<file path="config.mk">
export PLATFORM = sky130hd
export DESIGN_NAME = multichannel_edge_timestamper_top_flat
export DESIGN_NICKNAME = d
export VERILOG_FILES = /design/src/hw/rtl/mctt_pkg.sv /design/src/hw/rtl/mctt_if.sv /design/src/hw/rtl/mctt_lane.sv /design/src/hw/rtl/mctt_merge.sv /design/src/hw/rtl/mctt_queue.sv /design/src/hw/rtl/multichannel_edge_timestamper_top.sv /design/src/flat_wrapper.sv
export SDC_FILE = /design/constraint.sdc
export NUM_CORES = 2
export LEC_CHECK = 0
export ABC_AREA = 1
export BUFFER_PORTS_ARGS = -buffer_cell sky130_fd_sc_hd__buf_2
export CORE_AREA = 2 2 314 347
export CTS_CLUSTER_SIZE = 14
export DETAILED_ROUTE_END_ITERATION = 8
export DIE_AREA = 0 0 316 349
export SLEW_MARGIN = 5
export SYNTH_ARGS = -nofsm -noshare
export SYNTH_HDL_FRONTEND = slang
export SYNTH_SLANG_ARGS = --single-unit
</file>
<file path="constraint.sdc">
create_clock -name clock -period 10 [get_ports clock]
set_input_delay 2 -clock clock [delete_from_list [all_inputs] [get_ports clock]]
set_output_delay 2 -clock clock [all_outputs]
set_load 0.03 [all_outputs]
</file>
<file path="src/hw/rtl/mctt_pkg.sv">
// mctt_pkg: shared types, constants and helpers for the edge timestamper.
// No dependencies; compiled first.
`default_nettype none

package mctt_pkg;

   localparam int MCTT_MAX_CHANNELS = 64;   // default lane-covered channel count
   localparam int MCTT_INDEX_BITS   = 48;   // default sample counter width
   localparam int MCTT_QUEUE_DEPTH  = 4;    // pending-beat queue entries (power of two)

   localparam int LANE_BITS  = 8;           // channels scanned by one lane
   localparam int LANE_POS_W = 3;           // position inside a lane
   localparam int SAMPLE_W   = 64;
   localparam int CHAN_W     = 6;
   localparam int IDX_W      = 48;
   localparam int CFG_W      = 7;

   typedef enum logic {
      EV_INIT = 1'b0,
      EV_EDGE = 1'b1
   } mctt_kind_type;

   // One queued input that still owes rsp beats.
   typedef struct packed {
      mctt_kind_type       kind;
      logic [IDX_W-1:0]    index;
      logic [SAMPLE_W-1:0] levels;
      logic [SAMPLE_W-1:0] mask;     // channels still to report (edge entries)
   } mctt_entry_type;

   // What one lane found in its group of channels.
   typedef struct packed {
      logic                  any;
      logic [LANE_POS_W-1:0] pos;
   } mctt_hit_type;

   // Result of merging all lanes.
   typedef struct packed {
      logic              found;
      logic [CHAN_W-1:0] chan;
   } mctt_pick_type;

   // Enabled-channel mask for a channel count, limited to max_ch.
   function automatic logic [SAMPLE_W-1:0] enable_mask(input logic [CFG_W-1:0] count,
                                                       input int max_ch);
      logic [SAMPLE_W-1:0] m;
      m = '0;
      for (int k = 0; k < SAMPLE_W; k++) begin
         m[k] = (k < max_ch) && (CFG_W'(k) < count);
      end
      return m;
   endfunction

endpackage

`default_nettype wire

</file>
<file path="src/hw/rtl/mctt_if.sv">
// mctt_req_if / mctt_rsp_if: valid/ready channels of the edge timestamper.
// Depends on mctt_pkg for field widths.
`default_nettype none

interface mctt_req_if import mctt_pkg::*; ();
   logic                valid;
   logic                ready;
   logic [SAMPLE_W-1:0] sample_bits;
   logic                start_capture;

   modport source (output valid, sample_bits, start_capture, input ready);
   modport sink   (input valid, sample_bits, start_capture, output ready);
endinterface

interface mctt_rsp_if import mctt_pkg::*; ();
   logic                valid;
   logic                ready;
   logic                event_kind;
   logic [CHAN_W-1:0]   channel;
   logic [IDX_W-1:0]    sample_index;
   logic [SAMPLE_W-1:0] initial_levels;
   logic                last_event;

   modport source (output valid, event_kind, channel, sample_index, initial_levels,
                   last_event, input ready);
   modport sink   (input valid, event_kind, channel, sample_index, initial_levels,
                   last_event, output ready);
endinterface

`default_nettype wire

</file>
<file path="src/hw/rtl/mctt_lane.sv">
// mctt_lane: finds the lowest pending channel in one group of channels.
// Depends on mctt_pkg.
`default_nettype none

module mctt_lane import mctt_pkg::*; (
   input  logic [LANE_BITS-1:0] bits,
   output mctt_hit_type         hit
);

   always_comb begin
      hit = '0;
      for (int k = LANE_BITS - 1; k >= 0; k--) begin
         if (bits[k]) begin
            hit.any = 1'b1;
            hit.pos = LANE_POS_W'(k);
         end
      end
   end

endmodule

`default_nettype wire

</file>
<file path="src/hw/rtl/mctt_merge.sv">
// mctt_merge: combines lane hits into the lowest pending channel number.
// Depends on mctt_pkg.
`default_nettype none

module mctt_merge import mctt_pkg::*; #(
   parameter int LANES = MCTT_MAX_CHANNELS / LANE_BITS
) (
   input  mctt_hit_type  hits [LANES],
   output mctt_pick_type pick
);

   always_comb begin
      pick = '0;
      for (int l = LANES - 1; l >= 0; l--) begin
         if (hits[l].any) begin
            pick.found = 1'b1;
            pick.chan  = CHAN_W'(l * LANE_BITS) + CHAN_W'(hits[l].pos);
         end
      end
   end

endmodule

`default_nettype wire

</file>
<file path="src/hw/rtl/mctt_queue.sv">
// mctt_queue: small FIFO of inputs that still owe rsp beats.
// Depends on mctt_pkg for the entry type.
`default_nettype none

module mctt_queue import mctt_pkg::*; #(
   parameter int DEPTH = MCTT_QUEUE_DEPTH
) (
   input  logic           clock,
   input  logic           reset,
   input  logic           push,
   input  mctt_entry_type push_entry,
   output logic           full,
   input  logic           pop,
   output logic           not_empty,
   output mctt_entry_type head
);

   localparam int PTR_W = $clog2(DEPTH);
   localparam int CNT_W = $clog2(DEPTH + 1);

   mctt_entry_type    store [DEPTH];
   logic [PTR_W-1:0]  wr_ptr_ff, wr_ptr_in;
   logic [PTR_W-1:0]  rd_ptr_ff, rd_ptr_in;
   logic [CNT_W-1:0]  count_ff, count_in;

   assign full      = (count_ff == CNT_W'(DEPTH));
   assign not_empty = (count_ff != '0);
   assign head      = store[rd_ptr_ff];

   always_comb begin
      wr_ptr_in = push ? wr_ptr_ff + 1'b1 : wr_ptr_ff;
      rd_ptr_in = pop ? rd_ptr_ff + 1'b1 : rd_ptr_ff;
      count_in  = count_ff;
      if (push && !pop) begin
         count_in = count_ff + 1'b1;
      end else if (pop && !push) begin
         count_in = count_ff - 1'b1;
      end
   end

   always_ff @(posedge clock) begin
      if (push) begin
         store[wr_ptr_ff] <= push_entry;
      end
   end

   always_ff @(posedge clock) begin
      if (reset) begin
         wr_ptr_ff <= '0;
         rd_ptr_ff <= '0;
         count_ff  <= '0;
      end else begin
         wr_ptr_ff <= wr_ptr_in;
         rd_ptr_ff <= rd_ptr_in;
         count_ff  <= count_in;
      end
   end

endmodule

`default_nettype wire

</file>
<file path="src/hw/rtl/multichannel_edge_timestamper_top.sv">
// multichannel_edge_timestamper_top: logic-analyzer edge timestamper.
// Depends on mctt_pkg, mctt_if, mctt_lane, mctt_merge, mctt_queue.
//
//   channel | dir | handshake          | payload
//   --------+-----+--------------------+--------------------------------------------
//   req     | in  | valid/ready        | sample_bits, start_capture
//   rsp     | out | valid/ready        | event_kind, channel, sample_index,
//           |     |                    | initial_levels, last_event
//   csr     | in  | csr_wr_en (no ack) | channel_count (7 bits)
//
// A req beat updates the counter/previous-sample state in the cycle it is accepted;
// beats with something to report enter a 4-entry queue, then the current-entry register.
// Unless rsp stalls, the emitter sends one rsp beat per cycle: one for a start, one per
// changed channel for an edge sample, none for quiet; sparse edges run at one beat/cycle.
// req_ready drops only while the queue is full; rsp is a registered output stage.
// Reset (synchronous, active high) clears capture state, queue and rsp valid, enables all.
`default_nettype none

module multichannel_edge_timestamper_top import mctt_pkg::*; #(
   parameter int MAX_CHANNELS = MCTT_MAX_CHANNELS,
   parameter int INDEX_BITS   = MCTT_INDEX_BITS
) (
   input  logic             clock,
   input  logic             reset,
   mctt_req_if.sink         req_chan,
   mctt_rsp_if.source       rsp_chan,
   input  logic             csr_wr_en,
   input  logic [CFG_W-1:0] csr_wr_data
);

   localparam int LANES = (MAX_CHANNELS + LANE_BITS - 1) / LANE_BITS;
   localparam logic [INDEX_BITS-1:0] CNT_MAX = '1;

   // ---------------------------------------------------------------- front end
   logic [SAMPLE_W-1:0]   enable_mask_ff;
   logic [SAMPLE_W-1:0]   prev_sample_ff;
   logic [INDEX_BITS-1:0] counter_ff, counter_in;
   logic                  started_ff;

   logic                  req_take;
   logic                  is_start;
   logic [SAMPLE_W-1:0]   diff;
   logic [63:0]           counter_wide;
   logic                  push;
   mctt_entry_type        push_entry;
   logic                  q_full;
   logic                  q_not_empty;
   logic                  q_pop;
   mctt_entry_type        q_head;

   assign req_chan.ready = !q_full;
   assign req_take       = req_chan.valid && req_chan.ready;

   // No capture yet counts as a start.
   assign is_start = req_chan.start_capture || !started_ff;
   assign diff     = (req_chan.sample_bits ^ prev_sample_ff) & enable_mask_ff;

   always_comb begin
      if (is_start) begin
         counter_in = '0;
      end else if (counter_ff == CNT_MAX) begin
         counter_in = counter_ff;   // saturate
      end else begin
         counter_in = counter_ff + 1'b1;
      end
   end

   assign counter_wide = 64'(counter_in);

   always_comb begin
      push_entry = '0;
      if (is_start) begin
         push_entry.kind   = EV_INIT;
         push_entry.levels = req_chan.sample_bits & enable_mask_ff;
      end else begin
         push_entry.kind  = EV_EDGE;
         push_entry.index = counter_wide[IDX_W-1:0];
         push_entry.mask  = diff;
      end
   end

   assign push = req_take && (is_start || (diff != '0));

   always_ff @(posedge clock) begin
      if (reset) begin
         enable_mask_ff <= enable_mask(CFG_W'(MAX_CHANNELS), MAX_CHANNELS);
         prev_sample_ff <= '0;
         counter_ff     <= '0;
         started_ff     <= 1'b0;
      end else begin
         if (csr_wr_en) begin
            enable_mask_ff <= enable_mask(csr_wr_data, MAX_CHANNELS);
         end
         if (req_take) begin
            prev_sample_ff <= req_chan.sample_bits;
            counter_ff     <= counter_in;
            started_ff     <= 1'b1;
         end
      end
   end

   mctt_queue #(
      .DEPTH(MCTT_QUEUE_DEPTH)
   ) u_queue (
      .clock      (clock),
      .reset      (reset),
      .push       (push),
      .push_entry (push_entry),
      .full       (q_full),
      .pop        (q_pop),
      .not_empty  (q_not_empty),
      .head       (q_head)
   );

   // ------------------------------------------------------------- edge lanes
   logic                        cur_valid_ff;
   mctt_entry_type              cur_ff;
   logic [LANES*LANE_BITS-1:0]  lane_mask;
   mctt_hit_type                hits [LANES];
   mctt_pick_type               pick;

   assign lane_mask = (LANES*LANE_BITS)'(cur_ff.mask);

   for (genvar g = 0; g < LANES; g++) begin : g_lane
      mctt_lane u_lane (
         .bits (lane_mask[g*LANE_BITS +: LANE_BITS]),
         .hit  (hits[g])
      );
   end

   mctt_merge #(
      .LANES(LANES)
   ) u_merge (
      .hits (hits),
      .pick (pick)
   );

   // ---------------------------------------------------------------- emitter
   logic                out_go;
   logic                emit;
   logic [SAMPLE_W-1:0] rest_mask;
   logic                edge_last;
   logic                cur_done;

   logic                rsp_valid_ff;
   logic                rsp_kind_ff;
   logic [CHAN_W-1:0]   rsp_chan_ff;
   logic [IDX_W-1:0]    rsp_index_ff;
   logic [SAMPLE_W-1:0] rsp_levels_ff;
   logic                rsp_last_ff;

   assign out_go    = !rsp_valid_ff || rsp_chan.ready;
   assign emit      = out_go && cur_valid_ff;
   assign rest_mask = cur_ff.mask & ~(SAMPLE_W'(1) << pick.chan);
   assign edge_last = (rest_mask == '0);
   assign cur_done  = emit && ((cur_ff.kind == EV_INIT) || edge_last);
   assign q_pop     = q_not_empty && (!cur_valid_ff || cur_done);

   always_ff @(posedge clock) begin
      if (q_pop) begin
         cur_ff <= q_head;
      end else if (emit) begin
         cur_ff.mask <= rest_mask;
      end
      if (emit) begin
         rsp_kind_ff <= cur_ff.kind;
         if (cur_ff.kind == EV_INIT) begin
            rsp_chan_ff   <= '0;
            rsp_index_ff  <= '0;
            rsp_levels_ff <= cur_ff.levels;
            rsp_last_ff   <= 1'b1;
         end else begin
            rsp_chan_ff   <= pick.chan;
            rsp_index_ff  <= cur_ff.index;
            rsp_levels_ff <= '0;
            rsp_last_ff   <= edge_last;
         end
      end
   end

   always_ff @(posedge clock) begin
      if (reset) begin
         cur_valid_ff <= 1'b0;
         rsp_valid_ff <= 1'b0;
      end else begin
         if (q_pop) begin
            cur_valid_ff <= 1'b1;
         end else if (cur_done) begin
            cur_valid_ff <= 1'b0;
         end
         if (out_go) begin
            rsp_valid_ff <= emit;
         end
      end
   end

   assign rsp_chan.valid          = rsp_valid_ff;
   assign rsp_chan.event_kind     = rsp_kind_ff;
   assign rsp_chan.channel        = rsp_chan_ff;
   assign rsp_chan.sample_index   = rsp_index_ff;
   assign rsp_chan.initial_levels = rsp_levels_ff;
   assign rsp_chan.last_event     = rsp_last_ff;

endmodule

`default_nettype wire

</file>
<file path="src/flat_wrapper.sv">
// flat-port wrapper written by rule: the top's interface ports become plain ports
module multichannel_edge_timestamper_top_flat import mctt_pkg::*;
#(
   parameter int MAX_CHANNELS = MCTT_MAX_CHANNELS,
   parameter int INDEX_BITS   = MCTT_INDEX_BITS
)
  (clock, reset, csr_wr_en, csr_wr_data, req_chan_valid, req_chan_sample_bits, req_chan_start_capture, req_chan_ready, rsp_chan_valid, rsp_chan_event_kind, rsp_chan_channel, rsp_chan_sample_index, rsp_chan_initial_levels, rsp_chan_last_event, rsp_chan_ready);
  mctt_req_if req_chan_i ();
  mctt_rsp_if rsp_chan_i ();
  input  logic clock;
  input  logic reset;
  input  logic csr_wr_en;
  input  logic [CFG_W-1:0] csr_wr_data;
  input wire logic [$bits(req_chan_i.valid)-1:0] req_chan_valid;
  input wire logic [$bits(req_chan_i.sample_bits)-1:0] req_chan_sample_bits;
  input wire logic [$bits(req_chan_i.start_capture)-1:0] req_chan_start_capture;
  output wire logic [$bits(req_chan_i.ready)-1:0] req_chan_ready;
  output wire logic [$bits(rsp_chan_i.valid)-1:0] rsp_chan_valid;
  output wire logic [$bits(rsp_chan_i.event_kind)-1:0] rsp_chan_event_kind;
  output wire logic [$bits(rsp_chan_i.channel)-1:0] rsp_chan_channel;
  output wire logic [$bits(rsp_chan_i.sample_index)-1:0] rsp_chan_sample_index;
  output wire logic [$bits(rsp_chan_i.initial_levels)-1:0] rsp_chan_initial_levels;
  output wire logic [$bits(rsp_chan_i.last_event)-1:0] rsp_chan_last_event;
  input wire logic [$bits(rsp_chan_i.ready)-1:0] rsp_chan_ready;
  assign req_chan_i.valid = req_chan_valid;
  assign req_chan_i.sample_bits = req_chan_sample_bits;
  assign req_chan_i.start_capture = req_chan_start_capture;
  assign req_chan_ready = req_chan_i.ready;
  assign rsp_chan_valid = rsp_chan_i.valid;
  assign rsp_chan_event_kind = rsp_chan_i.event_kind;
  assign rsp_chan_channel = rsp_chan_i.channel;
  assign rsp_chan_sample_index = rsp_chan_i.sample_index;
  assign rsp_chan_initial_levels = rsp_chan_i.initial_levels;
  assign rsp_chan_last_event = rsp_chan_i.last_event;
  assign rsp_chan_i.ready = rsp_chan_ready;
  multichannel_edge_timestamper_top #(.MAX_CHANNELS(MAX_CHANNELS), .INDEX_BITS(INDEX_BITS)) u_core (.clock(clock), .reset(reset), .req_chan(req_chan_i), .rsp_chan(rsp_chan_i), .csr_wr_en(csr_wr_en), .csr_wr_data(csr_wr_data));
endmodule
</file>
# Yosys cells after proc, flatten, opt, wreduce, memory -nomap -nowiden
# Memories as Yosys holds them, arrays and structs flattened. A register that Yosys moved wholly into a read port is not among the register bits.
# Cells that the tools add are included.
word_totals:
  reg_bits: 483
  ramBits: 708
  input_bits: 77
  output_inout_bits: 122
  word_cells: 216
  mem_count: 1
memory_table:
  columns: ["memory", "depth", "word_bits", "read_ports", "rd_clocked_by_memory_dff", "wr", "line", "rtl"]
  rows:
  - ["u_core.u_queue.store", 4, 177, 1, 1, 1, "mctt_queue.sv:21", "mctt_entry_type store [DEPTH];"]
classes:
  n_addsub: 12
  n_lt_le_gt_ge: 64
  n_eq_ne: 2
  shifts: 1
  n_mux: 88
  bitwise: 6
  reduce_logical: 24
ops:
  columns: ["op", "n"]
  rows:
  - ["$mux 4", 64]
  - ["$mux 64", 4]
  - ["$lt 6x7->1 const A", 32]
  - ["$and 64x64->64", 3]
  - ["$mux 48", 3]
  - ["$lt 5x7->1 const A", 16]
  - ["$logic_not 64->1", 1]
  - ["$not 64->64", 1]
  - ["$reduce_bool 64->1", 1]
  - ["$shl 1x6->64 const A", 1]
  - ["$xor 64x64->64", 1]
  - ["$lt 4x7->1 const A", 8]
  - ["$add 48x1->48 const B", 1]
  - ["$eq 48x48->1 const B", 1]
  - ["$mux 6", 8]
  - ["$lt 3x7->1 const A", 4]
  - ["$lt 1x7->1 const A", 2]
  - ["$lt 2x7->1 const A", 2]
  - ["$add 5x3->6 const A", 2]
  - ["$add 6x3->6 const A", 2]
  - ["$logic_and 1x1->1", 7]
  - ["$add 5x4->6 const A", 1]
  - ["$logic_not 1->1", 6]
  - ["$mux 3", 2]
  - ["other kinds (12)", 24]

# Logic depth before layout (Yosys ltp)
logic_depth:
  word_depth: 28
  depth_mapped: 37
  mapped_depth_nobuf: 37

# Hierarchy
# From an unflattened synthesis, not the netlist that was laid out.
hier_totals:
  cells_unflattened: 4576
  area_unflattened_um2: 49367.3
modules_own_cells:
  columns: ["mod", "n_inst", "cells_each", "area_per_inst_um2", "seq_area_each_um2"]
  rows:
  - ["mctt_queue", 1, 1770, 26456.6, 21440.6]
  - ["multichannel_edge_timestamper_top", 1, 2555, 21754.6, 12502.0]
  - ["mctt_lane", 8, 22, 98.8, 0.0]
  - ["mctt_merge", 1, 75, 365.4, 0.0]

# Worst setup path after synthesis
# No wires, ideal clock.
synth_timing:
  path_kind: "input-to-reg"
  startpoint: "in req_chan_valid"
  endpoint: "mem u_core.u_queue.store[0][0] in the netlist's numbering (enable)"
  setup_ns: 0.717
  t_arrival_ns: 10.055
  required_time_ns: 9.283
  setup_slack_ns: -0.772
  stages: 5
  path_buffers: 1
  path_cell_list: "nand2_1 -> inv_1 -> clkbuf_1 -> nand2_1 -> nor2_1"
synth_between:
  elab_chain_cells: 4
synth_lines:
  columns: ["item", "line", "rtl"]
  rows:
  - ["start: declaration", "flat_wrapper.sv:14", "input wire logic [$bits(req_chan_i.valid)-1:0] req_chan_valid;"]
  - ["$logic_and 1x1->1", "multichannel_edge_timestamper_top.sv:52", "assign req_take = req_chan.valid && req_chan.ready;"]
  - ["$logic_and 1x1->1", "multichannel_edge_timestamper_top.sv:82", "assign push = req_take && (is_start || (diff != '0));"]
  - ["$mux 1", "mctt_queue.sv:42", "if (push) begin"]
  - ["$mux 1 (implied by the code)", "mctt_queue.sv:43", "store[wr_ptr_ff] <= push_entry;"]
  - ["end: declaration", "mctt_queue.sv:21", null]
# No other way between the ends.

# Worst setup path after layout
layout_timing:
  startpoint: "reg u_core.cur_ff, in the netlist u_core.lane_mask[12]"
  endpoint: "reg u_core.cur_ff, in the netlist u_core.lane_mask[52], data pin"
layout_between:
  elab_chain_cells: 17
  word_cells_on_any_way: 18
  cone_classes: "add/sub (1); shift (1); mux (9); bitwise (2); reduce/logical (5)"
layout_lines:
  columns: ["item", "line", "rtl"]
  rows:
  - ["start: declaration", "multichannel_edge_timestamper_top.sv:117", "mctt_entry_type cur_ff;"]
  - ["start signal: assignment", "multichannel_edge_timestamper_top.sv:161", "cur_ff <= q_head;"]
  - ["$mux 4 (5 in series)", "mctt_lane.sv:13", "if (bits[k]) begin"]
  - ["$add 4x3->5", "mctt_merge.sv:17", "pick.chan = CHAN_W'(l * LANE_BITS) + CHAN_W'(hits[l].pos);"]
  - ["$mux 6 (2 in series)", "mctt_merge.sv:15", "if (hits[l].any) begin"]
  - ["$shl 1x6->64", "multichannel_edge_timestamper_top.sv:154", "assign rest_mask = cur_ff.mask & ~(SAMPLE_W'(1) << pick.chan);"]
  - ["$not 64->64", "multichannel_edge_timestamper_top.sv:154", null]
  - ["$and 64x64->64 *", "multichannel_edge_timestamper_top.sv:154", null]
  - ["$logic_not 64->1", "multichannel_edge_timestamper_top.sv:155", "assign edge_last = (rest_mask == '0);"]
  - ["$logic_or 1x1->1", "multichannel_edge_timestamper_top.sv:156", "assign cur_done = emit && ((cur_ff.kind == EV_INIT) || edge_last);"]
  - ["$logic_and 1x1->1", "multichannel_edge_timestamper_top.sv:156", null]
  - ["$logic_or 1x1->1", "multichannel_edge_timestamper_top.sv:157", "assign q_pop = q_not_empty && (!cur_valid_ff || cur_done);"]
  - ["$logic_and 1x1->1", "multichannel_edge_timestamper_top.sv:157", null]
  - ["$mux 64 *", "multichannel_edge_timestamper_top.sv:160", "if (q_pop) begin"]
# Mark *: on every way between the ends. The rest lies on a longest branch, timed or not. The select of a mux whose other input is x is not followed.
# A chain may end at the register's enable or synchronous reset.

==> results.yml <==
clocking:
  hold_buffers: 0
  cts_tree: "built"
  clock_latency_ns: 0.71
  clockRootBuffer: "clkbuf_16"
  clkSinkCount: 1193
  post_cts_resized: 0
  cts_buffers: 117
  post_cts_buffers: 0
  path_clk_slew_ns: 0.06
  cts_buffer_depth: 3
  cts_htree_levels: 3
finish:
  n_fill_cell: 9387
  stdcell_count: 6091
  area_growth_pct: 12.47
  nets: 4656
  drive_above_1_share: 0.1013
  final_core_util: 0.5141
  fin_area_um2: 54870
power:
  powerDensity_nw_per_um2: 298.1
  vdd_drop_max_mv: 0.2598
  p_leak_nw: 20.54
  p_total_mw: 16.36
outcome:
  outcome: "finished clean"
job:
  maxCapViolCount: 0
sta:
  min_period_ns: 5.798
  relSlewSlack: 0.07687
  tns_ns: 0
  worst_pin_slew_ns: 1.385
  rsz0062_at_grt: "false"
  hold_violations: 0
  finClkSkew_ns: 0.03552
  max_freq_mhz: 172.5
  setup_viol_count_final: 0
  fin_crit_sh: 0.5798
  holdWs_ns: 0.4850
  slew_violations: 0
  fin_ws_ns: 4.202
setup_path:
  critPathCaptureType: "flop"
  cp.required_ns: 10.43
  worstPathMaxFanout: 121
  startpoint_type: "flop"
  worstPathArrival_ns: 6.22
  critPathKind: "reg -> reg"
logic_synthesis:
  synth_edf_count: 1005
  ys_ff_latch: 1193
  ys_warn_count: 0
  netlist_area_um2: 48790
  syn_nets: 4535
  synth.avg_cell_area_um2: 10.96
  synth_cell_type_count: 53
  synth_top_cell_by_area: "edfxtp_1"
  syn_inst: 4451
  ys_top_cells_by_area: "edfxtp_1 62%, dfxtp_1 7.7%, nor2_1 6.9%"
  synthFlopType: "edfxtp_1"
  async_flop_share: 0
  synth_top_area_frac: 0.6186
  yosysSeqAreaShare: 0.6957
global_route:
  gr-total-overflow: 0
  grt_pass1_wl_um: 201000
  grt_pass1_vias: 31670
  grt_usage: 0.2406
  grt_max_degree: 211
  antenna_found_initial: 33
placed_design:
  dpl.cell_count: 5861
  io_buffer_count: 198
  place_ws_ns: 4.202
  place_area_um2: 50990
  dpl.hpwl_um: 83200
  routabilityCongestion: 0.9113
drt:
  drt_iter0_markers: 3372
  drc_errors: 0
  dr.pass1.iters: 7
  dr_total_vias: 33800
  vias_per_cell: 5.549
  wl_per_cell_um: 22.15
  ant_nets: 0
  routed_wl_um: 134900
floorplanning:
  core-area_um2: 106700
  floorplan.initialDensity: 0.4571
  num_rows: 126
  io_pins: 199
  die-height_um: 349
  dieArea_um2: 110300
  die_w_um: 316
worst_hold_path:
  hold_class: "reg -> reg"
-- logic make-up after synthesis --
| kind of cell | count (synthesis) | synth area share |
|---|---|---|
| xor gates and xnor gates | 9 | 0.001616 |
| and+or+nand+nor | 1644 | 0.1382 |
| buffers and inverters | 607 | 0.04903 |
| AOI/OAI and AO/OA | 991 | 0.1135 |
| DFF | 1193 | 0.6957 |
| adders and majority gates | 7 | 0.001949 |
-- where the power goes --
| part | internal, mW | leakage [nW] | switching [mW] | total (mW) |
|---|---|---|---|---|
| clock network | 2.56 | 1.85 | 1.87 | 4.43 |
| logic | 1.14 | 7.41 | 3.47 | 4.61 |
| registers | 6.85 | 11.3 | 0.469 | 7.32 |
-- registers in the layout, indices dropped and copies added (netlist names), 2 cells and up, named ones only --
| name | cells |
|---|---|
| u_core.u_queue.wr_ptr_ff | 2 |
| u_core.enable_mask_ff | 64 |
| u_core.u_queue.rd_ptr_ff | 2 |
| u_core.cur_ff | 113 |
| u_core.u_queue.store | 708 |
| u_core.prev_sample_ff | 64 |
| u_core.u_queue.count_ff | 3 |
| u_core.lane_mask | 64 |
| u_core.rsp_chan.channel | 6 |
| u_core.rsp_chan.sample_index | 48 |
| u_core.counter_ff | 48 |
| u_core.rsp_chan.initial_levels | 64 |
-- routing by layer --
layer	part of all wire	wire, um	vias up	GRT usage
li1	-	-	15840	-
met1	0.43	57880	16580	0.3360
met2	0.47	63430	1127	0.3821
met3	0.075	10120	214	0.04801
met4	0.024	3253	40	0.06887
met5	0.0019	254	-	0
-- synth_stat cells, types with 3 or more instances --
cell and count:
o21ai_0 528, o21ai_2 21, dfxtp_1 188, nor4_2 3, o21ai_1 48, nand4_1 91, inv_1 364, ha_1 6
or2_2 3, a21oi_1 116, inv_2 10, a31oi_1 5, o22ai_1 178, clkinv_1 6, o31ai_1 3, nor2_1 893
edfxtp_1 1005, nor2_2 3, nand3b_1 3, o221ai_1 13, nor3_1 49, xor2_1 8, buf_6 11, clkbuf_1 190
o211ai_1 32, a211oi_1 34, nand2_1 516, nor2_4 7, nand3_1 40, buf_2 6, nand2_2 8, buf_1 17
nor4_1 18
-- layout make-up --
cell class / count / area (um^2) / share of cell area
Clock inverter: 54 / 578.1 / 0.01053
Clock buffer: 164 / 3278 / 0.05974
Timing Repair Buffer: 229 / 1299 / 0.02367
Inverter: 380 / 1453 / 0.02647
Multi-Input combinational cell: 2651 / 12520 / 0.2282
Tap cell: 1408 / 1762 / 0.03211
Sequential cell: 1193 / 33950 / 0.6187
Antenna cell: 12 / 30.03 / 0.0005472
-- cell usage in the layout, fill, tap and decap left out, types with 25 or more instances in the layout --
cell	n
nand3_1	40
o211ai_1	32
dfxtp_1	186
o22ai_1	178
inv_1	359
nand2_1	515
a211oi_1	34
a21oi_1	115
nand4_1	91
buf_4	25
o21ai_0	527
nor3_1	49
nor2_1	887
clkinv_1	27
clkbuf_1	33
buf_2	198
edfxtp_1	1005
clkbuf_16	120
o21ai_1	48
-- path summary, 6_finish.rpt --
path,to,from,slack (ns),cells after the start
setup reg to reg,u_core.lane_mask[52],u_core.lane_mask[12],4.20,21
setup / recovery,u_core.lane_mask[52],u_core.lane_mask[12],4.20,21
hold / removal,u_core.u_queue.count_ff[2],u_core.u_queue.count_ff[2],0.48,2
hold reg to reg,u_core.u_queue.count_ff[2],u_core.u_queue.count_ff[2],0.48,2
-- critical path, cell delays in order, from the launching register on --
cell and delay, ns:
edfxtp_1 0.42, nor4_1 0.58, nand2_1 0.27, nor2_4 0.19
nand2_1 0.59, inv_2 0.67, nand4_1 0.15, nand2_1 0.14
nand2_1 0.08, inv_2 0.04, nand2_1 0.04, nor2_1 0.14
nand2_1 0.07, nor2_1 0.13, nand2_1 0.11, nand2_2 0.09
nand2_1 0.06, nand2_2 0.10, nand2_2 0.12, inv_8 0.69
buf_12 0.52, o21ai_1 0.13
Power figures use the tool's default switching activity.
